--- src/design/lfsas_pkg.sv ---
// ----------------------------------------------------------------------------
// lfsas_pkg
// Types, widths and register codes of the lidar front sector steering block.
// ----------------------------------------------------------------------------
package lfsas_pkg;

  // Field widths.
  localparam int RANGE_W   = 16;  // Q4.12 metres
  localparam int LEN_REG_W = 11;
  localparam int HW_W      = 9;
  localparam int THR_W     = 16;
  localparam int TURN_W    = 14;  // signed Q.12 rad/s
  localparam int SUM_W     = 26;

  // Turn magnitude: quotient below 2^13, 12 fraction bits.
  localparam int QUO_W     = 13;
  localparam int RATE_FRAC = 12;

  localparam int MAX_SAMPLES_DEF = 1024;
  localparam int Q_DEPTH         = 2;

  // Register reset values.
  localparam logic [LEN_REG_W-1:0] SCAN_LENGTH_RST = 11'd1024;
  localparam logic [HW_W-1:0]      HALF_WIDTH_RST  = 9'd128;
  localparam logic [THR_W-1:0]     THRESHOLD_RST   = 16'd246;

  // Configuration port.
  localparam int APB_ADDR_W = 4;
  localparam int APB_DATA_W = 32;

  localparam logic [1:0] REG_SCAN_LENGTH = 2'd0;
  localparam logic [1:0] REG_HALF_WIDTH  = 2'd1;
  localparam logic [1:0] REG_THRESHOLD   = 2'd2;

  typedef struct packed {
    logic [LEN_REG_W-1:0] scan_length;
    logic [HW_W-1:0]      half_width;
    logic [THR_W-1:0]     threshold;
  } lfsas_cfg_t;

  // One finished scan, handed from the front to the back.
  typedef struct packed {
    logic [RANGE_W-1:0] nearest;
    logic [THR_W-1:0]   thresh;
    logic               left_gt;
  } lfsas_entry_t;

endpackage

--- src/design/lfsas_cfg.sv ---
// ----------------------------------------------------------------------------
// lfsas_cfg
// Configuration registers behind a simple APB slave.
// ----------------------------------------------------------------------------
module lfsas_cfg
  import lfsas_pkg::*;
(
  input  logic                  clk_i,
  input  logic                  rst_ni,
  input  logic                  psel,
  input  logic                  penable,
  input  logic                  pwrite,
  input  logic [APB_ADDR_W-1:0] paddr,
  input  logic [APB_DATA_W-1:0] pwdata,
  output logic [APB_DATA_W-1:0] prdata,
  output logic                  pready,
  output lfsas_cfg_t            cfg_o
);

  lfsas_cfg_t cfg_q, cfg_d;
  logic [1:0] reg_idx;
  logic       wr_en;

  assign reg_idx = paddr[3:2];
  assign wr_en   = psel && penable && pwrite;
  assign pready  = 1'b1;
  assign cfg_o   = cfg_q;

  always_comb begin
    cfg_d = cfg_q;
    if (wr_en) begin
      case (reg_idx)
        REG_SCAN_LENGTH: cfg_d.scan_length = pwdata[LEN_REG_W-1:0];
        REG_HALF_WIDTH:  cfg_d.half_width  = pwdata[HW_W-1:0];
        REG_THRESHOLD:   cfg_d.threshold   = pwdata[THR_W-1:0];
        default:         cfg_d = cfg_q;
      endcase
    end
  end

  always_comb begin
    case (reg_idx)
      REG_SCAN_LENGTH: prdata = APB_DATA_W'(cfg_q.scan_length);
      REG_HALF_WIDTH:  prdata = APB_DATA_W'(cfg_q.half_width);
      REG_THRESHOLD:   prdata = APB_DATA_W'(cfg_q.threshold);
      default:         prdata = '0;
    endcase
  end

  always_ff @(posedge clk_i or negedge rst_ni) begin
    if (!rst_ni) begin
      cfg_q.scan_length <= SCAN_LENGTH_RST;
      cfg_q.half_width  <= HALF_WIDTH_RST;
      cfg_q.threshold   <= THRESHOLD_RST;
    end else begin
      cfg_q <= cfg_d;
    end
  end

endmodule

--- src/design/lfsas_front.sv ---
// ----------------------------------------------------------------------------
// lfsas_front
// Takes range samples, finds the front sector and keeps its minimum and the
// left and right sums. The last sample of a scan pushes one entry.
// ----------------------------------------------------------------------------
module lfsas_front
  import lfsas_pkg::*;
#(
  parameter int MAX_SAMPLES = MAX_SAMPLES_DEF
) (
  input  logic               clk_i,
  input  logic               rst_ni,
  input  lfsas_cfg_t         cfg_i,
  input  logic [RANGE_W-1:0] range_sample_i,
  input  logic               range_valid_i,
  output logic               range_stall_o,
  input  logic               q_full_i,
  output logic               push_o,
  output lfsas_entry_t       push_entry_o
);

  localparam int CNT_W = $clog2(MAX_SAMPLES);
  localparam int LEN_W = $clog2(MAX_SAMPLES + 1);
  // One spare bit so that index plus half-width never wraps.
  localparam int AW    = ((LEN_W > LEN_REG_W) ? LEN_W : LEN_REG_W) + 1;

  logic [CNT_W-1:0]   cnt_q, cnt_d;
  logic [RANGE_W-1:0] min_q, min_d, min_nxt;
  logic [SUM_W-1:0]   left_q, left_d, left_nxt;
  logic [SUM_W-1:0]   right_q, right_d, right_nxt;

  logic [AW-1:0] scan_w, max_w, hw_w, idx_w, len_w, center_w, lim_w, hw_eff;
  logic          in_sector, is_last, accept;

  always_comb begin
    scan_w   = AW'(cfg_i.scan_length);
    max_w    = AW'(MAX_SAMPLES);
    hw_w     = AW'(cfg_i.half_width);
    idx_w    = AW'(cnt_q);
    if (scan_w == '0) begin
      len_w = AW'(1);
    end else if (scan_w > max_w) begin
      len_w = max_w;
    end else begin
      len_w = scan_w;
    end
    center_w = len_w >> 1;
    lim_w    = (len_w - AW'(1)) >> 1;
    hw_eff   = (hw_w > lim_w) ? lim_w : hw_w;
  end

  assign in_sector = (idx_w + hw_eff >= center_w) && (idx_w <= center_w + hw_eff);
  // A counter at or past the end, after a shorter length was written, also ends the scan.
  assign is_last   = (idx_w + AW'(1) >= len_w);

  assign range_stall_o = is_last && q_full_i;
  assign accept        = range_valid_i && !range_stall_o;

  assign min_nxt   = (in_sector && (range_sample_i < min_q)) ? range_sample_i : min_q;
  assign left_nxt  = left_q + ((in_sector && (idx_w > center_w)) ?
                               SUM_W'(range_sample_i) : '0);
  assign right_nxt = right_q + ((in_sector && (idx_w < center_w)) ?
                                SUM_W'(range_sample_i) : '0);

  assign push_o               = accept && is_last;
  assign push_entry_o.nearest = min_nxt;
  assign push_entry_o.thresh  = cfg_i.threshold;
  assign push_entry_o.left_gt = (left_nxt > right_nxt);

  always_comb begin
    cnt_d   = cnt_q;
    min_d   = min_q;
    left_d  = left_q;
    right_d = right_q;
    if (accept) begin
      if (is_last) begin
        cnt_d   = '0;
        min_d   = '1;
        left_d  = '0;
        right_d = '0;
      end else begin
        cnt_d   = cnt_q + CNT_W'(1);
        min_d   = min_nxt;
        left_d  = left_nxt;
        right_d = right_nxt;
      end
    end
  end

  always_ff @(posedge clk_i or negedge rst_ni) begin
    if (!rst_ni) begin
      cnt_q   <= '0;
      min_q   <= '1;
      left_q  <= '0;
      right_q <= '0;
    end else begin
      cnt_q   <= cnt_d;
      min_q   <= min_d;
      left_q  <= left_d;
      right_q <= right_d;
    end
  end

endmodule

--- src/design/lfsas_queue.sv ---
// ----------------------------------------------------------------------------
// lfsas_queue
// Short FIFO of finished scans between the front and the back.
// ----------------------------------------------------------------------------
module lfsas_queue
  import lfsas_pkg::*;
(
  input  logic         clk_i,
  input  logic         rst_ni,
  input  logic         push_i,
  input  lfsas_entry_t push_entry_i,
  input  logic         pop_i,
  output lfsas_entry_t head_o,
  output logic         full_o,
  output logic         empty_o
);

  localparam int PTR_W = (Q_DEPTH > 1) ? $clog2(Q_DEPTH) : 1;
  localparam int CNT_W = $clog2(Q_DEPTH + 1);

  lfsas_entry_t     mem_q [Q_DEPTH];
  logic [PTR_W-1:0] wr_ptr_q, wr_ptr_d, rd_ptr_q, rd_ptr_d;
  logic [CNT_W-1:0] count_q, count_d;
  logic             do_push, do_pop;

  assign full_o  = (count_q == CNT_W'(Q_DEPTH));
  assign empty_o = (count_q == '0);
  assign do_push = push_i && !full_o;
  assign do_pop  = pop_i && !empty_o;
  assign head_o  = mem_q[rd_ptr_q];

  always_comb begin
    wr_ptr_d = wr_ptr_q;
    rd_ptr_d = rd_ptr_q;
    count_d  = count_q;
    if (do_push) begin
      wr_ptr_d = (wr_ptr_q == PTR_W'(Q_DEPTH - 1)) ? '0 : wr_ptr_q + PTR_W'(1);
    end
    if (do_pop) begin
      rd_ptr_d = (rd_ptr_q == PTR_W'(Q_DEPTH - 1)) ? '0 : rd_ptr_q + PTR_W'(1);
    end
    if (do_push && !do_pop) begin
      count_d = count_q + CNT_W'(1);
    end else if (do_pop && !do_push) begin
      count_d = count_q - CNT_W'(1);
    end
  end

  always_ff @(posedge clk_i) begin
    if (do_push) begin
      mem_q[wr_ptr_q] <= push_entry_i;
    end
  end

  always_ff @(posedge clk_i or negedge rst_ni) begin
    if (!rst_ni) begin
      wr_ptr_q <= '0;
      rd_ptr_q <= '0;
      count_q  <= '0;
    end else begin
      wr_ptr_q <= wr_ptr_d;
      rd_ptr_q <= rd_ptr_d;
      count_q  <= count_d;
    end
  end

endmodule

--- src/design/lfsas_back.sv ---
// ----------------------------------------------------------------------------
// lfsas_back
// Turns one finished scan into a steering result. The turn magnitude
// round(4096 * (0.3 + 0.7 * (T - m) / T)) is formed exactly as
// floor((4096 * (10T - 7m) + 5T) / (10T)) by a restoring divider.
// ----------------------------------------------------------------------------
module lfsas_back
  import lfsas_pkg::*;
(
  input  logic                     clk_i,
  input  logic                     rst_ni,
  input  logic                     q_empty_i,
  input  lfsas_entry_t             head_i,
  output logic                     pop_o,
  output logic                     result_valid_o,
  input  logic                     result_stall_i,
  output logic                     obstacle_seen_o,
  output logic signed [TURN_W-1:0] turn_rate_o,
  output logic [RANGE_W-1:0]       nearest_range_o
);

  localparam int DEN_W  = THR_W + 4;       // holds 10T
  localparam int REM_W  = DEN_W + QUO_W;   // holds 10T shifted to the top quotient bit
  localparam int STEP_W = $clog2(QUO_W);

  localparam logic [1:0] ST_IDLE = 2'd0;
  localparam logic [1:0] ST_DIV  = 2'd1;
  localparam logic [1:0] ST_DONE = 2'd2;

  logic [1:0]         state_q, state_d;
  logic [STEP_W-1:0]  step_q, step_d;
  logic               valid_q, valid_d;

  logic [REM_W-1:0]   rem_q, rem_d, den_q, den_d;
  logic [QUO_W-1:0]   quo_q, quo_d;
  logic [RANGE_W-1:0] near_q, near_d;
  logic               obst_q, obst_d, left_gt_q, left_gt_d;

  logic               out_obst_q, out_obst_d;
  logic signed [TURN_W-1:0] out_rate_q, out_rate_d;
  logic [RANGE_W-1:0] out_near_q, out_near_d;

  logic [DEN_W-1:0]   t10, m7;
  logic [REM_W-1:0]   num_ld, den_ld;
  logic               ge, out_free;
  logic signed [TURN_W-1:0] mag;

  // Operand setup: 10T by shift and add, 7m by shift and subtract.
  always_comb begin
    t10    = (DEN_W'(head_i.thresh) << 3) + (DEN_W'(head_i.thresh) << 1);
    m7     = (DEN_W'(head_i.nearest) << 3) - DEN_W'(head_i.nearest);
    num_ld = (REM_W'(t10 - m7) << RATE_FRAC) + (REM_W'(head_i.thresh) << 2)
             + REM_W'(head_i.thresh);
    den_ld = REM_W'(t10) << (QUO_W - 1);
  end

  assign pop_o    = (state_q == ST_IDLE) && !q_empty_i;
  assign out_free = !valid_q || !result_stall_i;
  assign ge       = (rem_q >= den_q);
  assign mag      = TURN_W'(quo_q);

  always_comb begin
    state_d    = state_q;
    step_d     = step_q;
    valid_d    = valid_q && result_stall_i;
    rem_d      = rem_q;
    den_d      = den_q;
    quo_d      = quo_q;
    near_d     = near_q;
    obst_d     = obst_q;
    left_gt_d  = left_gt_q;
    out_obst_d = out_obst_q;
    out_rate_d = out_rate_q;
    out_near_d = out_near_q;
    case (state_q)
      ST_IDLE: begin
        if (pop_o) begin
          near_d    = head_i.nearest;
          left_gt_d = head_i.left_gt;
          obst_d    = (head_i.nearest < head_i.thresh);
          rem_d     = num_ld;
          den_d     = den_ld;
          quo_d     = '0;
          step_d    = STEP_W'(QUO_W - 1);
          // A clear scan, a zero threshold included, needs no division.
          state_d   = (head_i.nearest < head_i.thresh) ? ST_DIV : ST_DONE;
        end
      end
      ST_DIV: begin
        if (ge) begin
          rem_d = rem_q - den_q;
        end
        quo_d = {quo_q[QUO_W-2:0], ge};
        den_d = den_q >> 1;
        if (step_q == '0) begin
          state_d = ST_DONE;
        end else begin
          step_d = step_q - STEP_W'(1);
        end
      end
      ST_DONE: begin
        if (out_free) begin
          valid_d    = 1'b1;
          out_obst_d = obst_q;
          out_near_d = near_q;
          if (!obst_q) begin
            out_rate_d = '0;
          end else if (left_gt_q) begin
            out_rate_d = mag;
          end else begin
            out_rate_d = -mag;
          end
          state_d = ST_IDLE;
        end
      end
      default: state_d = ST_IDLE;
    endcase
  end

  always_ff @(posedge clk_i or negedge rst_ni) begin
    if (!rst_ni) begin
      state_q <= ST_IDLE;
      step_q  <= '0;
      valid_q <= 1'b0;
    end else begin
      state_q <= state_d;
      step_q  <= step_d;
      valid_q <= valid_d;
    end
  end

  always_ff @(posedge clk_i) begin
    rem_q      <= rem_d;
    den_q      <= den_d;
    quo_q      <= quo_d;
    near_q     <= near_d;
    obst_q     <= obst_d;
    left_gt_q  <= left_gt_d;
    out_obst_q <= out_obst_d;
    out_rate_q <= out_rate_d;
    out_near_q <= out_near_d;
  end

  assign result_valid_o  = valid_q;
  assign obstacle_seen_o = out_obst_q;
  assign turn_rate_o     = out_rate_q;
  assign nearest_range_o = out_near_q;

endmodule

--- src/design/lidar_front_sector_avoid_steer.sv ---
// ----------------------------------------------------------------------------
// lidar_front_sector_avoid_steer
// Front sector obstacle check and avoidance steering over a lidar scan.
//
//   channel  direction  handshake                        payload
//   range    in         range_valid_i / range_stall_o    range_sample_i
//   result   out        result_valid_o / result_stall_i  obstacle_seen_o,
//                                                        turn_rate_o,
//                                                        nearest_range_o
//   config   in         APB write, psel & penable        pwdata at paddr
//
// The front takes one range sample per cycle; it stalls only on the last
// sample of a scan while the two-entry scan queue is full.
// For each scan the back loads the operands, runs 13 divider steps and loads
// the output register; a clear scan skips the divider steps.
// Reset clears all control state at once; there is no clearing pass.
// A stalled result holds in the output register; the back divides on, then waits to load.
// ----------------------------------------------------------------------------
module lidar_front_sector_avoid_steer
  import lfsas_pkg::*;
#(
  parameter int MAX_SAMPLES = MAX_SAMPLES_DEF
) (
  input  logic                     clk_i,
  input  logic                     rst_ni,
  input  logic [RANGE_W-1:0]       range_sample_i,
  input  logic                     range_valid_i,
  output logic                     range_stall_o,
  output logic                     obstacle_seen_o,
  output logic signed [TURN_W-1:0] turn_rate_o,
  output logic [RANGE_W-1:0]       nearest_range_o,
  output logic                     result_valid_o,
  input  logic                     result_stall_i,
  input  logic                     psel,
  input  logic                     penable,
  input  logic                     pwrite,
  input  logic [APB_ADDR_W-1:0]    paddr,
  input  logic [APB_DATA_W-1:0]    pwdata,
  output logic [APB_DATA_W-1:0]    prdata,
  output logic                     pready
);

  lfsas_cfg_t   cfg;
  lfsas_entry_t push_entry, head;
  logic         push, pop, q_full, q_empty;

  lfsas_cfg u_cfg (
    .clk_i   (clk_i),
    .rst_ni  (rst_ni),
    .psel    (psel),
    .penable (penable),
    .pwrite  (pwrite),
    .paddr   (paddr),
    .pwdata  (pwdata),
    .prdata  (prdata),
    .pready  (pready),
    .cfg_o   (cfg)
  );

  lfsas_front #(
    .MAX_SAMPLES (MAX_SAMPLES)
  ) u_front (
    .clk_i          (clk_i),
    .rst_ni         (rst_ni),
    .cfg_i          (cfg),
    .range_sample_i (range_sample_i),
    .range_valid_i  (range_valid_i),
    .range_stall_o  (range_stall_o),
    .q_full_i       (q_full),
    .push_o         (push),
    .push_entry_o   (push_entry)
  );

  lfsas_queue u_queue (
    .clk_i        (clk_i),
    .rst_ni       (rst_ni),
    .push_i       (push),
    .push_entry_i (push_entry),
    .pop_i        (pop),
    .head_o       (head),
    .full_o       (q_full),
    .empty_o      (q_empty)
  );

  lfsas_back u_back (
    .clk_i           (clk_i),
    .rst_ni          (rst_ni),
    .q_empty_i       (q_empty),
    .head_i          (head),
    .pop_o           (pop),
    .result_valid_o  (result_valid_o),
    .result_stall_i  (result_stall_i),
    .obstacle_seen_o (obstacle_seen_o),
    .turn_rate_o     (turn_rate_o),
    .nearest_range_o (nearest_range_o)
  );

endmodule

--- config.mk ---
export PLATFORM = sky130hd
export DESIGN_NAME = lidar_front_sector_avoid_steer
export DESIGN_NICKNAME = d
export VERILOG_FILES = /design/src/design/lfsas_pkg.sv /design/src/design/lfsas_cfg.sv /design/src/design/lfsas_front.sv /design/src/design/lfsas_queue.sv /design/src/design/lfsas_back.sv /design/src/design/lidar_front_sector_avoid_steer.sv
export SDC_FILE = /design/constraint.sdc
export NUM_CORES = 1
export LEC_CHECK = 0
export BUFFER_PORTS_ARGS = -buffer_cell sky130_fd_sc_hd__buf_4
export CELL_PAD_IN_SITES_DETAIL_PLACEMENT = 1
export CELL_PAD_IN_SITES_GLOBAL_PLACEMENT = 1
export CORE_ASPECT_RATIO = 1.75
export CORE_MARGIN = 2
export CORE_UTILIZATION = 40
export CTS_BUF_LIST = sky130_fd_sc_hd__clkbuf_8
export CTS_CLUSTER_SIZE = 16
export DETAILED_ROUTE_END_ITERATION = 12
export PLACE_DENSITY = 0.68
export SLEW_MARGIN = 20
export SYNTH_ARGS = -nofsm -noshare
export SYNTH_HDL_FRONTEND = slang
export SYNTH_HIERARCHICAL = 1
export SYNTH_SLANG_ARGS = --single-unit
--- constraint.sdc ---
create_clock -name clk_i -period 12.4 [get_ports clk_i]
set_clock_uncertainty 0.15 [all_clocks]
set_input_delay 2.48 -clock clk_i [delete_from_list [all_inputs] [get_ports clk_i]]
set_output_delay 2.48 -clock clk_i [all_outputs]
set_load 0.02 [all_outputs]
### After elaboration in Yosys (flattened, before gate mapping)

Memory sizes are Yosys's and may differ from the RTL's.
Index checks and enable logic that the tools add are counted.

* register bits: 253
* bits in writable memories: 66
* bits of input ports: 59
* memories kept: 1

* $add $sub $neg: 19
* magnitude comparators: 11
* eq/ne operators: 10
* muxes and demuxes: 35
* bitwise logic cells: 1
* reduce and logical (&&, ||, !) cells: 40

Memories
* u_queue.mem_q: depth 2, width 33, rd ports 1, clocked after memory_dff 0, wr ports 1, line lfsas_queue.sv:21 `lfsas_entry_t mem_q [Q_DEPTH];`

Operator list (count)
* 33-bit one-hot mux with 2 select lines: 2
* 33-bit 2-to-1 mux: 3
* 16-bit 2-to-1 mux: 4
* 26-bit adder: 2
* 26-bit 2-to-1 mux: 2
* 16-bit one-hot mux with 3 select lines: 1
* 33-bit by 16-bit adder with 33-bit output: 1
* 33-bit by 18-bit adder with 33-bit output: 1
* 33-bit >= comparator: 1
* 11-bit 2-to-1 mux: 3
* 33-bit subtractor: 1
* 16-bit < comparator: 2
* 26-bit > comparator: 1
* 13-bit 2-to-1 mux: 2
* 13-bit one-hot mux with 2 select lines: 1
* 20-bit by 20-bit subtractor with 21-bit output: 1
* 19-bit by 17-bit adder with 20-bit output: 1
* 19-bit by 16-bit subtractor with 20-bit output: 1
* 1-bit logical AND: 15
* 13-bit negation with 14-bit output: 1
* 10-bit by 12-bit adder with 12-bit output: 1
* 11-bit by 12-bit adder with 12-bit output: 1
* 12-bit by 11-bit >= comparator with 1-bit output: 1
* 12-bit >= comparator: 1
* other kinds (32): 66

### Depth between registers and ports, before layout

* word-level depth: 13
* depth in mapped cells: 55

### Modules after synthesis

The synthesis kept the hierarchy.

Modules (own cells, without submodules)
* lfsas_back: instances 1, cells an instance 1194, area an instance 11095.6 um2, sequential area each 3988.8 um2
* lfsas_front: instances 1, cells an instance 1096, area an instance 9288.9 um2, sequential area each 1971.9 um2
* lfsas_queue: instances 1, cells an instance 122, area an instance 2730.1 um2, sequential area each 2082.0 um2
* lfsas_cfg: instances 1, cells an instance 140, area an instance 1810.5 um2, sequential area each 910.9 um2

### Worst setup path after synthesis

OpenSTA, ideal clock, no wires.

* path type: reg2reg
* start: register u_cfg.cfg_q, in the netlist u_cfg/cfg_o[27]
* end: memory u_queue/mem_q[0][0] (netlist bit) (data pin)
* library setup time: 0.275 ns
* arrival: 9.885 ns
* required time: 11.975 ns
* setup slack: 2.090 ns
* stages on the path, launching flop included: 54
* buffers on the path: 3
* period minus slack after synthesis: 10.310 ns
* path through: dfrtp_1 > or4_4 > nor4_2 > nand2b_1 > nor2_1 > o21ai_0 > ha_1 > inv_1 > xnor2_1 > inv_1 > ha_1 > nor2b_1 > o21ai_0 > a21oi_1 > o311a_1 > a211oi_1 > a2111oi_1 > buf_6 > [... 18 more ...] > inv_1 > fa_1 > nor2b_1 > o31ai_1 > a21oi_1 > o211ai_1 > o21ai_1 > buf_2 > nand3_1 > xor2_1 > ha_1 > a21o_1 > a21o_1 > a21o_1 > a21oi_1 > o21ai_0 > nand2_1 > a31oi_1

RTL lines
* start: declaration: line lfsas_cfg.sv:20 `lfsas_cfg_t cfg_q, cfg_d;`
* start signal: assignment: line lfsas_cfg.sv:56 `cfg_q <= cfg_d;`
* end: declaration: line lfsas_queue.sv:21

==> impl_metrics.json <==
{
  "period_needed_ps": 11770,
  "post-place-ws_ps": 348.3,
  "ant_nets": 0,
  "most-common-layout-cells": "ha_1 (261), inv_1 (206), nand2_1 (203)",
  "yosysWarnings": 6,
  "insertion_delay_ps": 640,
  "worst_slew_margin_rel": 0.2733,
  "placementRows": 121,
  "portBuffers": 89,
  "grt_pass1_wl_mm": 115.1,
  "synthCells": 2552,
  "cp-end-kind": "register",
  "required_ps": 12570,
  "top_usage_layer": "met2",
  "timing.fmax_ghz": 0.08495,
  "drc": 0,
  "whs_ps": 269.6,
  "antenna_found_initial": 2,
  "fin_ws_ps": 628.8,
  "die_area_sq_um": 64410,
  "htree_levels": 2,
  "final_common_cell": "ha_1",
  "routed_wl_mm": 72.91,
  "drt-initial-drc-count": 543,
  "gp_congestion": 0.8770,
  "die_height_um": 334.2,
  "grt_overflow_total": 0,
  "synth_area_sq_um": 24930,
  "tns_ps": 0,
  "netlist_top_cells_area": "edfxtp_1 (23%), ha_1 (13%), dfrtp_1 (10%)",
  "start_util": 0.4025,
  "nets": 2983,
  "critical_path.slowest_cell": "or4_4",
  "numCtsBuffers": 51,
  "tightest_slew_ps": 1084,
  "use_met2": 0.4454,
  "io_pins": 125,
  "synth_ff_type": "edfxtp_1",
  "grt_max_degree": 77,
  "critical_path.max_fanout": 14,
  "clk_pin_slew_ps": 60,
  "vias": 19710,
  "clk_path_buf_depth": 3,
  "ys_ff_latch": 318,
  "clock-root-buffer": "clkbuf_8",
  "final-setup-viol-count": 0,
  "grt_pass1_vias": 21710,
  "slowest_delay_ps": 580,
  "via_per_inst": 5.654,
  "syn_area_per_cell_sq_um": 9.767,
  "arrival_ps": 11950,
  "grt.met3_usage": 0.02519,
  "hold_buffers": 0,
  "synth.distinct_cells": 111,
  "hold-path-cell-count": 0,
  "hold_viol_final": 0,
  "hpwl_mm": 57.67,
  "ys_async_sr_fraction": 0.3931,
  "synth_top_area_frac": 0.2325,
  "cts.sinks": 318,
  "design.core.area_sq_um": 61920,
  "crit_path_frequent_cell": "ha_1",
  "max_cap_viol_count": 0,
  "crit_path_start_kind": "register",
  "worstRegToRegCells": 49,
  "n_fill_cell": 7095,
  "dpl-instance-area_sq_um": 26370,
  "finish.instance_area_sq_um": 27440,
  "firstDrtPassIters": 6,
  "seq_area_frac_synth": 0.3592,
  "holdCritPathClass": "register to register",
  "path_class": "register to register",
  "outcome": "finished, final reports clean",
  "synth_edf_count": 193,
  "wire_per_inst_um": 20.92,
  "layout-drive-gt1-share": 0.1404,
  "die_width_um": 192.7,
  "grt_use_met1": 0.2188,
  "finalMaxSlewViolations": 0,
  "yosysTopAreaCell": "edfxtp_1",
  "period_share": 0.9493,
  "track_usage": 0.2283,
  "area_growth_pct": 10.10,
  "cts_tree": "done"
}
flip-flops by register name (all words and copies together), names as in the netlist, 2 cells and up:
name                    flops
u_back/rem_q               33
u_back/near_q              16
u_queue/count_q             2
u_front/left_q             26
u_back/nearest_range_o     16
u_back/quo_q               13
u_queue/mem_q              66
u_front/right_q            26
u_back/den_q               32
u_front/cnt_q              10
u_cfg/cfg_o                36
u_back/state_q              2
u_back/step_q               4
u_back/turn_rate_o         14
u_front/min_q              16
worst max-delay path, delay by kind of cell, from the launching register on:
family,cells,cell delay (ps)
compound gates,29,6090
xor+xnor,2,470
fa+ha+maj,6,1800
buf+inv,3,540
flops,1,430
mux,1,400
simple gates,8,1590
synthesized netlist by cell type, types with 10 or more instances:
cell / n
o21ai_0: 155
nor3_1: 42
and2_1: 51
a31oi_1: 24
xnor2_1: 84
nand2_1: 204
o211ai_1: 20
dfrtp_1: 101
mux2_4: 50
or2_2: 10
inv_1: 192
ha_1: 261
and3_1: 39
fa_1: 19
buf_2: 14
nand3_1: 49
dfstp_2: 24
mux2i_1: 28
nor2b_1: 34
buf_4: 35
o31ai_1: 21
o32a_1: 16
a21oi_1: 130
edfxtp_1: 193
nor2_1: 158
o21a_1: 30
or3_1: 21
xor2_1: 73
a22o_1: 21
nand4_1: 26
nand2b_1: 32
clkbuf_1: 40
o21bai_1: 24
a21o_1: 67
a211oi_1: 24
mux2_2: 37
layer usage:
layer	share of wire	up-vias
li1	-	9419
met1	0.35	9792
met2	0.55	304
met3	0.025	194
met4	0.074	2
met5	0.00015	-
logic make-up (layout without fill, tap and decap cells):
family,Yosys count,after routing,synth area share
XOR/XNOR,157,157,0.05517
multiplexers,116,116,0.05853
other,3,20,0.0004518
adder cells (fa/ha/maj),280,280,0.1463
flip-flops,318,318,0.3592
AO/OA/AOI/OAI,649,649,0.1762
buffers and inverters,301,419,0.05607
AND/OR/NAND/NOR,728,728,0.1480
final timing paths:
check                                       endpoint  slack, ps             start
setup / recovery                 u_queue/mem_q[1][0]        630   u_cfg/cfg_o[28]
hold / removal             u_back/nearest_range_o[7]        270  u_back/near_q[7]
setup reg to reg                 u_queue/mem_q[1][0]        630   u_cfg/cfg_o[28]
hold reg to reg            u_back/nearest_range_o[7]        270  u_back/near_q[7]
max in group asynchronous            u_cfg/cfg_o[33]       8960            rst_ni
min in group asynchronous        u_front/right_q[16]       1690            rst_ni
layout make-up:
class / count / area (sq um) / area share
Multi-Input combinational cell: 1949 / 14720 / 0.5363
Tap cell: 799 / 999.7 / 0.03643
Inverter: 193 / 724.4 / 0.02640
Antenna cell: 1 / 2.502 / 0.00009118
Sequential cell: 318 / 8955 / 0.3263
Clock inverter: 39 / 252.7 / 0.009209
Clock buffer: 56 / 770.7 / 0.02808
Timing Repair Buffer: 131 / 1020 / 0.03716
through the flow:
stage               utilization  std cells
floorplan                     -       2568
global placement         0.4258       3389
detailed placement       0.4258       3389
CTS                      0.4423       3484
global route             0.4432       3486
finish                   0.4432       3486
what timing repair did:
| action | in CTS | in global routing |
|---|---|---|
| hold endpoints to repair | 0 | 0 |
| buffers inserted | 0 | 0 |
| setup endpoints to repair | 0 | 2 |
| resized for setup | 0 | 3 |
Power is not shown: default switching activity piles up to over one toggle a cycle in this logic, so the estimate is an artifact.
